## src/hw/rtl/cfks_pkg.sv

```systemverilog
package cfks_pkg;

	localparam int FRAC_BITS       = 30;
	localparam int MAX_ORDER_LIMIT = 63;

	localparam int VALUE_W = 32;
	localparam int ORDER_W = 6;
	localparam int TWOX_W  = VALUE_W + 1;

	// highest order one run may reach
	localparam int ORDER_CAP = (MAX_ORDER_LIMIT < 63) ? MAX_ORDER_LIMIT : 63;

	// magnitude widths for the serial multiplier
	localparam int MAG_A_W = TWOX_W - 1;
	localparam int MAG_B_W = VALUE_W - 1;
	localparam int PROD_W  = MAG_A_W + MAG_B_W;
	localparam int RND_W   = PROD_W - FRAC_BITS;
	localparam int RES_W   = RND_W + 1;
	localparam int STEP_W  = $clog2(MAG_B_W);

	localparam logic signed [VALUE_W-1:0] ONE_FIX = VALUE_W'(64'd1 << FRAC_BITS);

	function automatic logic signed [VALUE_W-1:0] clamp_one(input logic signed [RES_W:0] v);
		logic signed [RES_W:0] one_w;
		one_w = (RES_W+1)'(ONE_FIX);
		if (v > one_w)
			return ONE_FIX;
		else if (v < -one_w)
			return -ONE_FIX;
		else
			return VALUE_W'(v);
	endfunction

endpackage

```

## src/hw/rtl/cfks_mul.sv

```systemverilog
module cfks_mul import cfks_pkg::*; (
	input  logic                       clk,
	input  logic                       arst_n,
	input  logic                       start,
	input  logic signed [TWOX_W-1:0]   op_a,
	input  logic signed [VALUE_W-1:0]  op_b,
	output logic                       done,
	output logic signed [RES_W-1:0]    result
);

	logic [MAG_A_W-1:0] ma_q;
	logic [MAG_B_W-1:0] mb_q;
	logic [MAG_A_W-1:0] hi_q;
	logic [MAG_B_W-1:0] lo_q;
	logic               neg_q;
	logic [STEP_W-1:0]  cnt_q;
	logic               busy_q;
	logic               rnd_q;
	logic               done_q;
	logic signed [RES_W-1:0] res_q;

	logic [TWOX_W-1:0]  abs_a;
	logic [VALUE_W-1:0] abs_b;
	logic [MAG_A_W:0]   sum;
	logic [PROD_W-1:0]  prod;
	logic [RND_W-1:0]   rnd;

	assign abs_a = op_a[TWOX_W-1] ? TWOX_W'(-op_a) : TWOX_W'(op_a);
	assign abs_b = op_b[VALUE_W-1] ? VALUE_W'(-op_b) : VALUE_W'(op_b);

	// one multiplier bit per cycle, low product bits shift out into lo_q
	assign sum  = {1'b0, hi_q} + (mb_q[0] ? {1'b0, ma_q} : '0);
	assign prod = {hi_q, lo_q};
	// round half away from zero on the magnitude
	assign rnd  = prod[PROD_W-1:FRAC_BITS] + RND_W'(prod[FRAC_BITS-1]);

	always_ff @(posedge clk or negedge arst_n) begin
		if (!arst_n) begin
			busy_q <= 1'b0;
			rnd_q  <= 1'b0;
			done_q <= 1'b0;
			cnt_q  <= '0;
			ma_q   <= '0;
			mb_q   <= '0;
			hi_q   <= '0;
			lo_q   <= '0;
			neg_q  <= 1'b0;
			res_q  <= '0;
		end else begin
			done_q <= 1'b0;
			rnd_q  <= 1'b0;
			if (start) begin
				ma_q   <= abs_a[MAG_A_W-1:0];
				mb_q   <= abs_b[MAG_B_W-1:0];
				neg_q  <= op_a[TWOX_W-1] ^ op_b[VALUE_W-1];
				hi_q   <= '0;
				lo_q   <= '0;
				cnt_q  <= '0;
				busy_q <= 1'b1;
			end else if (busy_q) begin
				hi_q <= sum[MAG_A_W:1];
				lo_q <= {sum[0], lo_q[MAG_B_W-1:1]};
				mb_q <= mb_q >> 1;
				cnt_q <= cnt_q + 1'b1;
				if (cnt_q == STEP_W'(MAG_B_W - 1)) begin
					busy_q <= 1'b0;
					rnd_q  <= 1'b1;
				end
			end else if (rnd_q) begin
				res_q  <= neg_q ? -$signed({1'b0, rnd}) : $signed({1'b0, rnd});
				done_q <= 1'b1;
			end
		end
	end

	assign done   = done_q;
	assign result = res_q;

endmodule

```

## src/hw/rtl/chebyshev_first_kind_sequence_unit.sv

```systemverilog
// Chebyshev polynomial sequence unit, first kind.
// Input channel: arg_x (signed Q2.30) with in_valid/in_stall; a transaction
// happens when in_valid is high and in_stall is low. in_stall is high while
// a run is in progress, so one argument is worked on at a time.
// Output channel: poly_value, order_index, last_of_run with out_valid and
// out_stall. For each argument the unit emits T0..Tn, n = max_order capped
// to the order limit; the result with order n has last_of_run set.
// Config channel: max_order with cfg_valid/cfg_ready, always ready; write
// it only between runs.
// Sequence: the input transaction loads T0 = 1.0, which the EMIT state puts
// into the output register, followed by T1 = x. Each higher order takes one
// pass of the bit-serial multiplier, a rounding step in the multiplier, a
// subtract-and-saturate step and an emit step. After the emit of order n the
// sequencer returns to idle and the next argument is taken.
// A stalled result sits in the output register and the sequence waits.
// Reset clears max_order to 0, empties the output register and returns the
// sequencer to idle.
module chebyshev_first_kind_sequence_unit import cfks_pkg::*; (
	input  logic                      clk,
	input  logic                      arst_n,
	input  logic                      in_valid,
	output logic                      in_stall,
	input  logic signed [VALUE_W-1:0] arg_x,
	output logic                      out_valid,
	input  logic                      out_stall,
	output logic signed [VALUE_W-1:0] poly_value,
	output logic [ORDER_W-1:0]        order_index,
	output logic                      last_of_run,
	input  logic                      cfg_valid,
	output logic                      cfg_ready,
	input  logic [ORDER_W-1:0]        max_order
);

	typedef enum logic [1:0] {
		ST_IDLE,
		ST_EMIT,
		ST_MUL
	} state_t;

	state_t                     state_q;
	logic [ORDER_W-1:0]         max_order_q;
	logic [ORDER_W-1:0]         k_q;
	logic [ORDER_W-1:0]         n_q;
	logic signed [VALUE_W-1:0]  x_q;
	logic signed [TWOX_W-1:0]   twox_q;
	logic signed [VALUE_W-1:0]  cur_q;
	logic signed [VALUE_W-1:0]  prev2_q;
	logic                       out_valid_q;
	logic signed [VALUE_W-1:0]  poly_value_q;
	logic [ORDER_W-1:0]         order_index_q;
	logic                       last_of_run_q;

	logic                       out_free;
	logic                       mul_start;
	logic                       mul_done;
	logic signed [RES_W-1:0]    mul_res;
	logic signed [VALUE_W-1:0]  x_sat;
	logic [ORDER_W-1:0]         n_eff;
	logic signed [RES_W:0]      diff;

	assign out_free  = !out_valid_q || !out_stall;
	assign in_stall  = (state_q != ST_IDLE);
	assign cfg_ready = 1'b1;

	assign x_sat = clamp_one((RES_W+1)'(arg_x));
	assign n_eff = (int'(max_order_q) > ORDER_CAP) ? ORDER_W'(ORDER_CAP) : max_order_q;
	assign diff  = (RES_W+1)'(mul_res) - (RES_W+1)'(prev2_q);

	assign mul_start = (state_q == ST_EMIT) && out_free && (k_q != n_q) && (k_q != '0);

	cfks_mul u_mul (
		.clk    (clk),
		.arst_n (arst_n),
		.start  (mul_start),
		.op_a   (twox_q),
		.op_b   (cur_q),
		.done   (mul_done),
		.result (mul_res)
	);

	always_ff @(posedge clk or negedge arst_n) begin
		if (!arst_n) begin
			state_q       <= ST_IDLE;
			max_order_q   <= '0;
			k_q           <= '0;
			n_q           <= '0;
			x_q           <= '0;
			twox_q        <= '0;
			cur_q         <= '0;
			prev2_q       <= '0;
			out_valid_q   <= 1'b0;
			poly_value_q  <= '0;
			order_index_q <= '0;
			last_of_run_q <= 1'b0;
		end else begin
			if (cfg_valid && cfg_ready)
				max_order_q <= max_order;
			if (out_valid_q && !out_stall)
				out_valid_q <= 1'b0;
			case (state_q)
				ST_IDLE: begin
					if (in_valid) begin
						x_q     <= x_sat;
						twox_q  <= (TWOX_W)'(x_sat) + (TWOX_W)'(x_sat);
						k_q     <= '0;
						n_q     <= n_eff;
						cur_q   <= ONE_FIX;
						state_q <= ST_EMIT;
					end
				end
				ST_EMIT: begin
					if (out_free) begin
						out_valid_q   <= 1'b1;
						poly_value_q  <= cur_q;
						order_index_q <= k_q;
						last_of_run_q <= (k_q == n_q);
						prev2_q       <= poly_value_q;
						// prev2 now holds T(k-1), cur_q still T(k) until the product lands
						if (k_q == n_q) begin
							state_q <= ST_IDLE;
						end else begin
							k_q <= k_q + 1'b1;
							if (k_q == '0) begin
								cur_q <= x_q;
							end else begin
								state_q <= ST_MUL;
							end
						end
					end
				end
				ST_MUL: begin
					if (mul_done) begin
						cur_q   <= clamp_one(diff);
						state_q <= ST_EMIT;
					end
				end
				default: begin
					state_q <= ST_IDLE;
				end
			endcase
		end
	end

	assign out_valid   = out_valid_q;
	assign poly_value  = poly_value_q;
	assign order_index = order_index_q;
	assign last_of_run = last_of_run_q;

endmodule

```

## config.mk

```make
export PLATFORM = sky130hd
export DESIGN_NAME = chebyshev_first_kind_sequence_unit
export DESIGN_NICKNAME = d
export VERILOG_FILES = /design/src/hw/rtl/cfks_pkg.sv /design/src/hw/rtl/cfks_mul.sv /design/src/hw/rtl/chebyshev_first_kind_sequence_unit.sv
export SDC_FILE = /design/constraint.sdc
export NUM_CORES = 1
export LEC_CHECK = 0
export ABC_CLOCK_PERIOD_IN_PS = 4450
export BUFFER_PORTS_ARGS = -buffer_cell sky130_fd_sc_hd__buf_2
export CORE_MARGIN = 8
export CORE_UTILIZATION = 30
export DETAILED_ROUTE_END_ITERATION = 10
export HOLD_SLACK_MARGIN = 0.12
export PLACE_DENSITY_LB_ADDON = 0.15
export SETUP_SLACK_MARGIN = 0.02
export SLEW_MARGIN = 20
export SYNTH_ARGS = -nofsm -noshare
export SYNTH_HDL_FRONTEND = slang
export SYNTH_SLANG_ARGS = --single-unit
export TNS_END_PERCENT = 20
```

## constraint.sdc

```tcl
create_clock -name clk -period 4.45 [get_ports clk]
set_input_delay 0 -clock clk [delete_from_list [all_inputs] [get_ports clk]]
set_output_delay 0 -clock clk [all_outputs]
set_load 0.01 [all_outputs]
```

; Yosys cells after proc, flatten, opt, wreduce, memory -nomap -nowiden
; Index checks and enable logic that the tools add are counted.
[word_totals]
in_bits = 43
wordCells = 113
ff_bits = 358
output_inout_bits = 42
[classes]
n_reduce_logical = 20
mux = 44
n_addsub = 9
bitwise = 3
n_lt_le_gt_ge = 4
n_eq_ne = 11
[op_table]
columns = operator, n
row1 = $mux 32, 13
row2 = $mux 31, 5
row3 = $pmux 32 s3, 1
row4 = $gt 35x32->1 const B, 1
row5 = $lt 35x31->1 const B, 1
row6 = $sub 34x32->35, 1
row7 = $mux 34, 1
row8 = $neg 33->34, 1
row9 = $add 32x32->33, 1
row10 = $add 32x33->33, 1
row11 = $add 33x1->33, 1
row12 = $gt 32x32->1 const B, 1
row13 = $lt 32x31->1 const B, 1
row14 = $neg 32->32, 1
row15 = $neg 31->31, 1
row16 = $mux 6, 3
row17 = $mux 1, 12
row18 = $pmux 6 s2, 1
row19 = $mux 2, 5
row20 = $mux 5, 2
row21 = $reduce_and 4->1, 2
row22 = $add 6x1->6 const B, 1
row23 = $eq 6x6->1, 1
row24 = $logic_not 6->1, 1
row25 = other kinds (21), 32

; Logic depth before layout (Yosys ltp)
[depth]
depth_word = 7
depth_mapped = 16
mapped_depth_nobuf = 14

; By module
; From an unflattened synthesis, not the netlist that was laid out.
[hier_totals]
cells_unflattened = 2222
hier_area_um2 = 19571.3
[by_module_without_submodules]
columns = mod, cells_each, area_per_inst_um2, n_inst
row1 = cfks_mul, 1215, 10396.2, 1
row2 = chebyshev_first_kind_sequence_unit, 1007, 9175.0, 1

; Worst setup path before layout
; No wires, ideal clock.
[synth_path]
path_type = reg-to-reg
startpoint = register u_mul.res_q[0], in the netlist u_mul.result[0]
endpoint = register cur_q[11]
t_required_ns = 4.374
t_arrival_ns = 3.431
path_stages_with_launch = 16
setup_slack_ns = 0.942
period_less_slack_ns = 3.508
cell_sequence = dfrtp_1 -> inv_1 -> ha_1 -> inv_1 -> fa_1 -> a211oi_1 -> o21ai_1 -> a31o_2 -> a41oi_1 -> xnor2_1 -> nor4_1 -> nand4_1 -> nor4_4 -> nor2_4 -> buf_4 -> o21ai_1
[synth_between]
elab_chain_len = 6
word_cells_on_any_way = 7
cone_classes = add/sub (1) / order compare (2) / mux (4)
[synth_rtl]
columns = item, line
row1 = start: declaration, cfks_mul.sv:20  ; logic signed [RES_W-1:0] res_q;
row2 = start signal: assignment, cfks_mul.sv:70  ; res_q <= neg_q ? -$signed({1'b0, rnd}) : $signed({1'b0, rnd});
row3 = $sub 34x32->35 *, chebyshev_first_kind_sequence_unit.sv:67  ; assign diff = (RES_W+1)'(mul_res) - (RES_W+1)'(prev2_q);
row4 = $lt 35x31->1, cfks_pkg.sv:28  ; else if (v < -one_w)
row5 = $mux 32, cfks_pkg.sv:28
row6 = $mux 32 *, cfks_pkg.sv:26  ; if (v > one_w)
row7 = $mux 32 *, chebyshev_first_kind_sequence_unit.sv:132  ; if (mul_done) begin
row8 = $pmux 32 s3 *, chebyshev_first_kind_sequence_unit.sv:100  ; case (state_q)
row9 = end signal: assignment, chebyshev_first_kind_sequence_unit.sv:124  ; cur_q <= x_q;
row10 = end signal: assignment, chebyshev_first_kind_sequence_unit.sv:133  ; cur_q <= clamp_one(diff);
row11 = end: declaration, chebyshev_first_kind_sequence_unit.sv:46  ; logic signed [VALUE_W-1:0] cur_q;
; Every way passes the cells marked *; elsewhere a longest branch is shown, timed or not. The select of a mux whose other input is x is not followed.
; A chain may end at the register's enable or synchronous reset.

; Worst setup path in the final report
[layout_path]
startpoint = register u_mul.res_q[0], in the netlist u_mul.result[0]
endpoint = register cur_q[3]
; The elaborated chain is that of the path after synthesis.

==> flow_summary_export.csv <==
group,metric,value,unit
sta,worst_hold_slack,197.5,ps
routing,detail_route.vias_per_cell,5.157,
logic_synthesis,synth.net_count,2321,
critical_path,slowest_stage,"sky130_fd_sc_hd__a211oi_1",
pwr,max-vdd-ir-drop,361.8,µV
routing,wire_per_inst,18.82,µm
finish,mostFrequentLayoutCells,"sky130_fd_sc_hd__nand2_1, sky130_fd_sc_hd__dfrtp_1, sky130_fd_sc_hd__o21ai_0",
logic_synthesis,synthesis.instances,2198,
floorplanning,dieArea,71260,µm²
cts,tritoncts,"built",
sta,layout_worst_path_cycle_share,86.95,%
cts,clk_pin_slew,60,ps
critical_path,cp.arrival,4350,ps
logic_synthesis,yosys_warnings,0,
cts,h-tree-depth,2,
routing,final_antenna_net_count,0,
worst_hold_path,timing.hold.worst.class,"in -> reg",
floorplanning,core_region_area,62620,µm²
finish,sequential_cell_area,7386,µm²
logic_synthesis,syn_area,18890,µm²
floorplanning,num_io_pins,85,
floorplanning,die_x,267.0,µm
critical_path,crit_type,"reg -> reg",
grt,grtUsageTotal,16.38,%
grt,global_route_wire_length_before_repair,92920,µm
logic_synthesis,syn_avg_cell_area,8.596,µm²
worst_hold_path,worstHoldPathCells,3,
routing,dr.first_iter.drc_count,1430,
floorplanning,die_height,267.0,µm
sta,hold_violations,0,
worst_hold_path,hp-start,"arg_x[27]",
critical_path,crit_family,"compound AO/OA/AOI/OAI gates",
critical_path,cp_data_required_time,4930,ps
routing,postRouteWirelength,59320,µm
critical_path,critical_path_cell_count,15,
cts,cts_root_buf,"sky130_fd_sc_hd__clkbuf_16",
critical_path,timing.reg2reg.worst_path_depth,15,
finish,area.growth.synth_to_final,16.83,%
logic_synthesis,synth_async_sr_flop_share,100.0,%
placement,portbufs,83,
grt,grt_antenna_before_repair,0,
critical_path,cpPeakStageDelay,430,ps
critical_path,worstSetupEndpointType,"flip-flop",
finish,antennaDiodeCount,0,
sta,setup_tns,0,ps
critical_path,worstPathBufferInverterCount,3,
finish,final.fill_count,6530,
logic_synthesis,synthDistinctLibCells,79,
sta,setup_viol,0,
pwr,post_layout_power,18.92,mW
critical_path,timing.critical_path.cells,"inv_1 > ha_1 > inv_1 > fa_1 > a211oi_1 > o21ai_1 > a31o_2 > a22oi_1 > a21boi_0 > o22ai_1 > xor2_1 > and4b_1 > buf_12 > nand3_1 > o21ai_1",
sta,rsz_0062_raised_after_global_routing,"no",
cts,tritoncts_num_sinks,295,
logic_synthesis,synth_top_flop_cell,"sky130_fd_sc_hd__dfrtp_1",
sta,slew_violations,0,
logic_synthesis,register_bit_count_reported_by_yosys,295,
grt,grt_pass1_vias,15820,
routing,drt-pass1-iter-count,8,
critical_path,crit_path_max_fanout,30,
finish,drive_above_1_share,9.670,%
critical_path,cp-start-kind,"flip-flop",
finish,multiInputGateArea,10780,µm²
routing,num_vias,16260,
sta,finalWorstPathRequiredPeriod,3869,ps
routing,post-route-drc-count,0,
pwr,pwr_density_cell,857.3,nW/µm²
critical_path,timing.rr.end,"cur_q[3]",
critical_path,reg2reg_setup_slack,580,ps
sta,headroom_to_the_max_slew_limit,26.50,%
worst_hold_path,hold-path-endpoint,"x_q[27]",
floorplanning,start_util,30.17,%
sta,worstMarginPinSlew,1103,ps
sta,max_clock_freq,258.5,MHz
critical_path,r2r_start,"u_mul.result[0]",
grt,largest_net_degree_at_the_start_of_global_routing,95,
pwr,standby_leakage_power,10.35,nW
cts,number_of_buffers_inserted_during_clock_tree_synthesis,40,
logic_synthesis,synth_enable_flop_cells,0,
grt,globalRoute.totalOverflow,0,
cts,cts_max_path_buffers,3,
floorplanning,site_row_count,92,
placement,detailed_place_hpwl,43860,µm
job,drv.max_cap_violation_count,0,
sta,timing.clock.skew,18.48,ps
logic_synthesis,synth.yosys.seq_area_share,39.07,%
cts,worst_skew_pair.late_latency,570,ps
placement,gp_routability_congestion,0.8783,
status,outcome,"finished, final reports clean",
finish,most_common_cell_after_layout_fill_and_taps_aside,"sky130_fd_sc_hd__nand2_1",
finish,final_nets,2399,
synthesized netlist by cell type, types with 9 or more instances:
cell type | count | share of area, %
sky130_fd_sc_hd__nand2_1 | 360 | 7.2
sky130_fd_sc_hd__dfrtp_1 | 295 | 39
sky130_fd_sc_hd__o21ai_0 | 209 | 5.5
sky130_fd_sc_hd__nor2_1 | 115 | 2.3
sky130_fd_sc_hd__xnor2_1 | 104 | 4.8
sky130_fd_sc_hd__clkbuf_1 | 101 | 2.0
sky130_fd_sc_hd__a21oi_1 | 78 | 2.1
sky130_fd_sc_hd__ha_1 | 78 | 5.2
sky130_fd_sc_hd__inv_1 | 78 | 1.5
sky130_fd_sc_hd__nand3_1 | 77 | 2.0
sky130_fd_sc_hd__xor2_1 | 67 | 3.1
sky130_fd_sc_hd__mux2i_1 | 56 | 3.0
sky130_fd_sc_hd__and2_1 | 43 | 1.4
sky130_fd_sc_hd__a22o_1 | 40 | 1.9
sky130_fd_sc_hd__nor3_1 | 33 | 0.87
sky130_fd_sc_hd__nand4_1 | 30 | 0.99
sky130_fd_sc_hd__o31ai_1 | 30 | 1.2
sky130_fd_sc_hd__a21o_1 | 28 | 1.1
sky130_fd_sc_hd__o21ai_1 | 25 | 0.66
sky130_fd_sc_hd__or3_1 | 24 | 0.79
sky130_fd_sc_hd__a31oi_1 | 23 | 0.76
sky130_fd_sc_hd__and3_1 | 22 | 0.73
sky130_fd_sc_hd__nor4_1 | 22 | 0.73
sky130_fd_sc_hd__nand2b_1 | 21 | 0.70
sky130_fd_sc_hd__a222oi_1 | 17 | 0.90
sky130_fd_sc_hd__a211oi_1 | 16 | 0.64
sky130_fd_sc_hd__o211ai_1 | 15 | 0.60
sky130_fd_sc_hd__mux2_2 | 14 | 0.83
sky130_fd_sc_hd__o21a_1 | 13 | 0.52
sky130_fd_sc_hd__nor2b_1 | 11 | 0.36
sky130_fd_sc_hd__or4_1 | 11 | 0.44
sky130_fd_sc_hd__and4_1 | 10 | 0.46
sky130_fd_sc_hd__buf_2 | 10 | 0.26
sky130_fd_sc_hd__buf_1 | 9 | 0.18
sky130_fd_sc_hd__or2_2 | 9 | 0.30
how the worst max path moves through the flow:
stage / start / to / slack, ps
floorplan: u_mul.result[0] / cur_q[11] / 940
global placement: u_mul.result[0] / cur_q[6] / 640
detailed placement: u_mul.result[0] / cur_q[6] / 570
CTS: u_mul.result[0] / cur_q[6] / 550
global route: u_mul.lo_q[30] / u_mul.result[27] / 200
finish: u_mul.result[0] / cur_q[3] / 580
report_power, final:
group          internal (mW)  switching [mW]
combinational           4.06            6.54
sequential              3.61            1.37
clock                   2.03            1.31
per-layer routing:
| metal | vias up | GRT usage, % | wire length (µm) |
|---|---|---|---|
| li1 | 8016 | - | - |
| met1 | 7804 | 23.25 | 28850 |
| met2 | 360 | 25.65 | 26110 |
| met3 | 75 | 2.349 | 2764 |
| met4 | 0 | 4.764 | 1599 |
| met5 | - | 0 | 0 |
stage by stage:
stage / std cells / setup WS [ps] / instance area (µm²) / utilization [%]
3_3_place_gp: 3031 / 638.8 / 20180 / 32.23
4_1_cts: 3152 / 552.8 / 22070 / 35.24
6_report: 3152 / 580.8 / 22070 / 35.25
3_5_place_dp: 3031 / 566.5 / 20180 / 32.23
2_1_floorplan: 2198 / 942.3 / 18890 / -
5_1_grt: 3152 / 200.8 / 22070 / 35.25
cell type report:
class	instances	share of cell area, %
Multi-Input combinational cell	1702	48.82
Inverter	79	1.343
Timing Repair Buffer	158	5.340
Clock inverter	12	0.6859
Tap cell	846	4.796
Clock buffer	60	5.555
Sequential cell	295	33.46
what timing repair did:
| action | 4_1_cts | 5_1_grt |
|---|---|---|
| hold buffers | 49 | 0 |
| resized for setup | 0 | 0 |
| setup buffers | 0 | 0 |
| hold endpoints to repair | 144 | 0 |
worst min-delay path, stage by stage:
cell and delay [ps]:
sky130_fd_sc_hd__dlygate4sd3_1 510, sky130_fd_sc_hd__buf_2 110, sky130_fd_sc_hd__a22o_1 110
cells by family (layout without fill, tap and decap cells):
| group | Yosys count | in the layout | synth area share (%) |
|---|---|---|---|
| compound gates | 564 | 564 | 19.05 |
| xor+xnor | 171 | 171 | 7.927 |
| fa+ha+maj | 80 | 80 | 5.378 |
| simple gates | 816 | 816 | 20.66 |
| mux | 70 | 70 | 3.801 |
| other cells | 1 | 1 | 0.01985 |
| flops | 295 | 295 | 39.07 |
| buf+inv | 201 | 309 | 4.099 |
flip-flops by register name (all words and copies together) (netlist names), 31 cells and up:
| signal | cells |
|---|---|
| u_mul.hi_q | 32 |
| u_mul.mb_q | 31 |
| poly_value | 32 |
| prev2_q | 32 |
| u_mul.result | 34 |
| x_q | 32 |
| cur_q | 32 |
| u_mul.ma_q | 31 |
(Power assumes the default switching activity.)
